## config.mk

```make
export PLATFORM = sky130hd
export DESIGN_NAME = sorted_set_engine
export DESIGN_NICKNAME = d
export VERILOG_FILES = /design/src/sse_pkg.sv /design/src/sse_cell.sv /design/src/sorted_set_engine.sv
export SDC_FILE = /design/constraint.sdc
export NUM_CORES = 2
export LEC_CHECK = 0
export BUFFER_PORTS_ARGS = -buffer_cell sky130_fd_sc_hd__buf_2
export CORE_MARGIN = 5
export CORE_UTILIZATION = 30
export CTS_CLUSTER_DIAMETER = 150
export DETAILED_ROUTE_END_ITERATION = 10
export GPL_TIMING_DRIVEN = 1
export PLACE_DENSITY_LB_ADDON = 0.15
export SYNTH_ARGS = -nofsm -noshare
export SYNTH_HDL_FRONTEND = slang
export SYNTH_SLANG_ARGS = --single-unit
export TNS_END_PERCENT = 10
```

## constraint.sdc

```tcl
create_clock -name clk -period 8.2 [get_ports clk]
set_input_delay 0.82 -clock clk [delete_from_list [all_inputs] [get_ports clk]]
set_output_delay 0.82 -clock clk [all_outputs]
set_load 0.1 [all_outputs]
```

## src/sse_pkg.sv

```systemverilog
`default_nettype none
package sse_pkg;

  localparam int CAPACITY   = 64;
  localparam int VALUE_BITS = 16;
  localparam int COUNT_BITS = $clog2(CAPACITY + 1);

  // Widths of the fields at the ports.
  localparam int VALUE_PORT_BITS = 16;
  localparam int COUNT_PORT_BITS = 7;

  localparam logic [1:0] OP_INSERT = 2'd0;
  localparam logic [1:0] OP_REMOVE = 2'd1;
  localparam logic [1:0] OP_LOOKUP = 2'd2;

  localparam logic [1:0] ST_DONE = 2'd0;
  localparam logic [1:0] ST_NOP  = 2'd1;
  localparam logic [1:0] ST_FULL = 2'd2;

  typedef logic [VALUE_BITS-1:0] val_t;
  typedef logic [COUNT_BITS-1:0] count_t;

  // Broadcast from the control to every cell of the chain.
  typedef struct packed {
    logic ins;
    logic rem;
    val_t key;
  } cell_ctrl_t;

endpackage
`default_nettype wire

```

## src/sse_cell.sv

```systemverilog
`default_nettype none
module sse_cell (
  input  wire                clk,
  input  wire sse_pkg::cell_ctrl_t ctrl,
  input  wire                occ,
  input  wire sse_pkg::val_t left_val,
  input  wire                left_gek,
  input  wire sse_pkg::val_t right_val,
  output sse_pkg::val_t      val,
  output sse_pkg::val_t      val_next,
  output logic               gek,
  output logic               hit
);
  import sse_pkg::*;

  // An empty cell counts as larger than any key, so gek is a thermometer
  // along the whole chain and its first set bit is the insertion point.
  assign gek = !occ || (val >= ctrl.key);
  assign hit = occ && (val == ctrl.key);

  always_comb begin
    val_next = val;
    if (ctrl.ins) begin
      if (left_gek) begin
        val_next = left_val;
      end else if (gek) begin
        val_next = ctrl.key;
      end
    end else if (ctrl.rem) begin
      if (gek) begin
        val_next = right_val;
      end
    end
  end

  always_ff @(posedge clk) begin
    val <= val_next;
  end

endmodule
`default_nettype wire

```

## src/sorted_set_engine.sv

```systemverilog
`default_nettype none
// Sorted set engine: keeps up to 64 distinct 16-bit values in ascending
// order in a chain of cells, one value per cell. Each transfer on the input
// channel inserts, removes or looks up one value, and yields one result
// transfer. All cells compare the value at once and shift towards their
// neighbours in the same cycle, so an item is taken every clock cycle
// unless the input is held off, and its result is written into the
// output register on acceptance. The input is held off only while a
// result waits in that register and the output side is stalling.
module sorted_set_engine (
  input  wire                                   clk,
  input  wire                                   rst,
  input  wire                                   in_valid,
  output logic                                  in_stall,
  input  wire  [1:0]                            op,
  input  wire  [sse_pkg::VALUE_PORT_BITS-1:0]   value,
  output logic                                  out_valid,
  input  wire                                   out_stall,
  output logic                                  was_present,
  output logic [1:0]                            status,
  output logic [sse_pkg::COUNT_PORT_BITS-1:0]   count_after,
  output logic [sse_pkg::VALUE_PORT_BITS-1:0]   smallest,
  output logic                                  is_empty
);
  import sse_pkg::*;

  count_t     count;
  count_t     count_next;
  logic       accept;
  logic       present;
  logic       full;
  logic [1:0] status_next;
  cell_ctrl_t ctrl;

  val_t                cell_val  [CAPACITY];
  val_t                cell_next [CAPACITY];
  logic [CAPACITY-1:0] occ;
  logic [CAPACITY-1:0] gek;
  logic [CAPACITY-1:0] hit;

  assign in_stall = out_valid && out_stall;
  assign accept   = in_valid && !in_stall;
  assign present  = |hit;
  assign full     = (count == count_t'(CAPACITY));

  always_comb begin
    ctrl.key    = value[VALUE_BITS-1:0];
    ctrl.ins    = 1'b0;
    ctrl.rem    = 1'b0;
    count_next  = count;
    status_next = ST_NOP;
    unique case (op)
      OP_INSERT: begin
        if (present) begin
          status_next = ST_NOP;
        end else if (full) begin
          status_next = ST_FULL;
        end else begin
          status_next = ST_DONE;
          ctrl.ins    = accept;
          count_next  = count + count_t'(1);
        end
      end
      OP_REMOVE: begin
        if (present) begin
          status_next = ST_DONE;
          ctrl.rem    = accept;
          count_next  = count - count_t'(1);
        end
      end
      OP_LOOKUP: status_next = ST_DONE;
      default:   status_next = ST_NOP;
    endcase
  end

  for (genvar i = 0; i < CAPACITY; i++) begin : g_cell
    logic left_gek;
    val_t left_val;
    val_t right_val;

    assign occ[i] = (count_t'(i) < count);

    if (i == 0) begin : g_first
      assign left_gek = 1'b0;
      assign left_val = '0;
    end else begin : g_mid
      assign left_gek = gek[i-1];
      assign left_val = cell_val[i-1];
    end

    if (i == CAPACITY - 1) begin : g_last
      assign right_val = '0;
    end else begin : g_body
      assign right_val = cell_val[i+1];
    end

    sse_cell u_cell (
      .clk       (clk),
      .ctrl      (ctrl),
      .occ       (occ[i]),
      .left_val  (left_val),
      .left_gek  (left_gek),
      .right_val (right_val),
      .val       (cell_val[i]),
      .val_next  (cell_next[i]),
      .gek       (gek[i]),
      .hit       (hit[i])
    );
  end

  always_ff @(posedge clk) begin
    if (rst) begin
      count     <= '0;
      out_valid <= 1'b0;
    end else begin
      if (accept) begin
        count <= count_next;
      end
      if (accept) begin
        out_valid <= 1'b1;
      end else if (!out_stall) begin
        out_valid <= 1'b0;
      end
    end
  end

  // Result payload only changes on a new transfer, so a stalled result holds.
  always_ff @(posedge clk) begin
    if (accept) begin
      was_present <= present;
      status      <= status_next;
      count_after <= COUNT_PORT_BITS'(count_next);
      is_empty    <= (count_next == '0);
      if (count_next == '0) begin
        smallest <= '0;
      end else begin
        smallest <= VALUE_PORT_BITS'(cell_next[0]);
      end
    end
  end

endmodule
`default_nettype wire

```

# [Word-level counts from Yosys, hierarchy flattened]
# Index checks and enable logic that the tools add are counted.
[word_totals] register_bits=1059 output_inout_bits=29
[classes] addsub=2 magnitude_cmp=128 eq_ne=68 mux=334 n_reduce_logical=388
[op_table] cell="$mux W16" n=319
[op_table] cell="$eq A16 B16 Y1" n=64
[op_table] cell="$ge A16 B16 Y1" n=64
[op_table] cell="$reduce_bool A2 Y1" n=127
[op_table] cell="$lt A6 B7 Y1 const A" n=32
[op_table] cell="$reduce_and A3 Y1" n=63
[op_table] cell="$lt A5 B7 Y1 const A" n=16
[op_table] cell="$logic_and A1 B1 Y1" n=66
[op_table] cell="$logic_not A1 Y1" n=65
[op_table] cell="$logic_or A1 B1 Y1" n=64
[op_table] cell="$reduce_or A64 Y1" n=1
[op_table] cell="$lt A4 B7 Y1 const A" n=8
[op_table] cell="$lt A3 B7 Y1 const A" n=4
[op_table] cell="$mux W7" n=3
[op_table] cell="$lt A1 B7 Y1 const A" n=2
[op_table] cell="$lt A2 B7 Y1 const A" n=2
[op_table] cell="$pmux W7 S2" n=1
[op_table] cell="$mux W1" n=8
[op_table] cell="$add A7 B1 Y7 const B" n=1
[op_table] cell="$eq A7 B7 Y1 const B" n=1
[op_table] cell="$logic_not A7 Y1" n=1
[op_table] cell="$sub A7 B1 Y7 const B" n=1
[op_table] cell="$pmux W2 S3" n=1
[op_table] cell="$mux W2" n=2
[op_table] cell="4 further kinds" n=4

# [Logic depth before layout (Yosys ltp)]
[logic_depth] word_depth=8 depth_mapped=17 depth_no_buf=13

# [Cells and area by module]
# Synthesis repeated with hierarchy kept, for this count alone.
[unflattened] hier_cells=12028 hier_area_um2=95481.6
[modules_own_cells] mod="sse_cell" instances=64 cells_each=183 area_per_inst_um2=1450.1
[modules_own_cells] mod="sorted_set_engine" instances=1 cells_each=316 area_per_inst_um2=2672.6

# [Least setup slack after synthesis]
# No wires, ideal clock.
[synth_timing] path_kind="input to register" start="input port value[13] (netlist name)" end="register g_cell[63].u_cell.val[0], enable pin" setup_ns=0.411 t_arrival_ns=5.974 required_ns=7.789 setup_slack_ns=1.814 cell_stages=14 path_buffers=4 path_cell_list="clkbuf_1 > inv_1 > ha_1 > nand4_1 > nor2_1 > a32oi_1 > nand4_1 > a2111oi_0 > nand4_2 > or4_1 > clkbuf_1 > clkbuf_1 > clkbuf_1 > o21ai_0"
[synth_via] elab_chain_len=7 elab_cells_between_ends=141
[synth_lines] element="start: declaration" line="sorted_set_engine.sv:16" source="input wire [sse_pkg::VALUE_PORT_BITS-1:0] value,"
[synth_lines] element="$eq A16 B16 Y1" line="sse_cell.sv:19" source="assign hit = occ && (val == ctrl.key);"
[synth_lines] element="$logic_and A1 B1 Y1" line="sse_cell.sv:19"
[synth_lines] element="$reduce_or A64 Y1 (*)" line="sorted_set_engine.sv:43" source="assign present = |hit;"
[synth_lines] element="net present" line="sorted_set_engine.sv:30" source="logic present;"
[synth_lines] element="$mux W1 (on tied branches)" line="sorted_set_engine.sv:54, sorted_set_engine.sv:65"
[synth_lines] element="$mux W1" line="sorted_set_engine.sv:52" source="unique case (op)"
[synth_lines] element="$reduce_bool A2 Y1 (no source line)"
[synth_lines] element="$reduce_and A3 Y1 (no source line) (*)"
[synth_lines] element="end signal: assignment" line="sse_cell.sv:37" source="val <= val_next;"
[synth_lines] element="end: declaration" line="sse_cell.sv:9" source="output sse_pkg::val_t val,"
# The timed path passes the listed nets; every way through them passes the cells marked *.
# A chain may end at the register's enable or synchronous reset.

==> impl_metrics.ini <==
[layout]
finalNonFillerCells = 11200
finalInstanceArea_um2 = 87900
finish.utilization_pct = 33.9
area_delta_synth_final_pct = 12.5
seqCellArea_um2 = 31600
multiInputGateArea_um2 = 44300
final_layout_size_suffix_gt1_share_pct = 8.11
fill_cells = 26300
layout.nets = 8760

[floorplan]
core_area_um2 = 259000
rows = 187
die_w_um = 520
dieArea_um2 = 271000
ioPinCount = 51
initial_core_util_pct = 30.1
die_h_um = 520

[sta]
max_freq_mhz = 151
whs_ps = 257
fin_skew_ps = 41.0
fin_ws_ps = 1570
min_period_ps = 6630
drv_slew = 0
max-slew-margin-rel_pct = 13.8
finalHoldViolCount = 0
fin_crit_sh_pct = 80.8
worst_pin_slew_ps = 1290
finalSetupTns_ps = 0
rsz0062_at_grt = no
setup_violations = 0

[synth]
yosys_warnings = 0
ys_top_cells_by_count = 1085 x nand2_1, 1035 x edfxtp_1, 1027 x ha_1, 1007 x o21ai_1, 997 x mux2i_1
synth-async-reset-ratio_pct = 0
synth_top_cell_by_area = edfxtp_1
synth_ff_type = edfxtp_1
syn-instance-count = 7728
synth.avg_cell_area_um2 = 10.1
ys_types = 71
synth_area_leaders = edfxtp_1 40%, ha_1 16%, mux2i_1 13%
ys_seq_elements = 1059
syn_area_um2 = 78100
syn_nets = 8777
ys_seq_area_share_pct = 40.4
synth_edf_count = 1035
yosysMostFrequentCell = nand2_1
synth_top_area_share_pct = 39.8

[placed_design]
dpl_cell_area_um2 = 83400
place_hpwl_um = 231000
placed_cells = 11000
place_ws_ps = 1420
gp_congestion = 0.927
port_buffers = 50

[setup_path]
crit_path_end_kind = register
path_max_fanout = 238
timing.rr.start = count[1]
path_class = reg2reg
critPathRequiredTime_ps = 8700
slowest_delay_ps = 940
path_depth = 14
startpoint_type = register
startpoint = count[1]
cpMostUsedCell = buf_4
arrival_ps = 7130
cp_cell_sequence = buf_4 -> nor2_1 -> o21ai_0 -> buf_4 -> a32oi_1 -> nand4_1 -> a2111oi_0 -> buf_4 -> nand4_2 -> or4_4 -> buf_4 -> buf_12 -> nand2_1 -> o21ai_1
cp_top_family = simple AND/OR/NAND/NOR gates
slowest_stage = or4_4
path_buf_inv = 5
r2r_cells = 14

[hold_path]
hp-start = in_valid
hold_path_depth = 3
hold_path_class = in2reg

[clocking]
clock_latency_ps = 800
clk_root_buffer_cell = clkbuf_16
cts_max_path_buffers = 3
clkSinkCount = 1059
cts_hold_buf = 0
clk_pin_slew_ps = 50
cts_tree = built
post_cts_buffers = 0
cts_resized = 0
numCtsBuffers = 140
h-tree-depth = 4

[grt]
track_usage_pct = 22.6
grt_pass1_vias = 63600
grt_overflow = 0
antenna_found_initial = 12
grt_max_degree = 239
grt_pass1_wl_um = 457000

[power_and_ir_drop]
vdd_drop_max_uv = 209
power_mw = 14.9
p_per_area_nw_per_um2 = 169
p_leak_nw = 37.6

[route]
drt-initial-drc-count = 5579
vias = 63200
drc = 0
wl_per_cell_um = 28.2
vias_per_cell = 5.63
dr.pass1.iters = 6
ant_nets = 0
drt_wl_total_um = 317000

[status]
status = finished, final reports clean

[run]
drv_cap = 0
## layout by cell type, fill, tap and decap left out, drive strengths merged, types with 24 or more instances in the layout
cell	count
o21ai	1187
nand2	1085
edfxtp	1035
ha	1027
mux2i	997
buf	352
o21a	303
nand4	271
a21oi	234
nor2	221
a21o	185
clkbuf	183
inv	149
nor2b	119
clkinv	54
o211ai	36
nor4	34
nand2b	32
nor3	30
nand3	30
a32oi	27
dfxtp	24
## registers in the layout, summed over array words and instances, names as in the netlist
signal / cells
g_cell.u_cell.val: 1024
smallest: 16
count: 7
count_after: 7
status: 2
is_empty: 1
out_valid: 1
was_present: 1
## cell type report
type	count	area share [%]
diodes	8	0.0228
clock buffers	183	4.40
clock inverters	70	0.665
inverters	143	0.653
multi-input cells	6015	50.4
flip-flops and latches	1059	35.9
well taps	3402	4.84
repair buffers	352	3.14
## cells by family (layout without fill, tap and decap cells)
| family | count (synthesis) | count (layout) | synth area share (%) |
|---|---|---|---|
| buffers and inverters | 654 | 748 | 3.39 |
| DFF | 1059 | 1059 | 40.4 |
| adders and majority gates | 1027 | 1027 | 16.5 |
| and+or+nand+nor | 1854 | 1854 | 10.7 |
| other | 0 | 8 | 0 |
| AOI/OAI and AO/OA | 2129 | 2129 | 16.1 |
| xor gates and xnor gates | 7 | 7 | 0.0785 |
| muxes | 998 | 998 | 12.8 |
## tightest hold or removal path, stage by stage
cell and delay [ps]:
buf_2 90, nor2_1 40, nor2_1 70
## routing by layer
layer | vias to the layer above | global-route usage (%) | share of wire (%)
li1 | 29100 | - | -
met1 | 31600 | 30.9 | 45
met2 | 2057 | 36.7 | 46
met3 | 497 | 3.61 | 6.0
met4 | 8 | 7.15 | 3.3
met5 | - | 0 | 0.016
## report_power, final
part / switching (mW) / total (mW) / internal, mW
Clock: 2.60 / 6.19 / 3.59
Combinational: 1.49 / 2.26 / 0.767
Sequential: 0.217 / 6.40 / 6.19
Total: 4.31 / 14.9 / 10.5
## final timing paths
path,to,slack [ps]
max reg2reg,g_cell[10].u_cell.val[4],1570
max,g_cell[10].u_cell.val[4],1570
min,out_valid,260
min reg2reg,g_cell[0].u_cell.val[7],550
No activity file was read; power rests on OpenSTA's default activity.
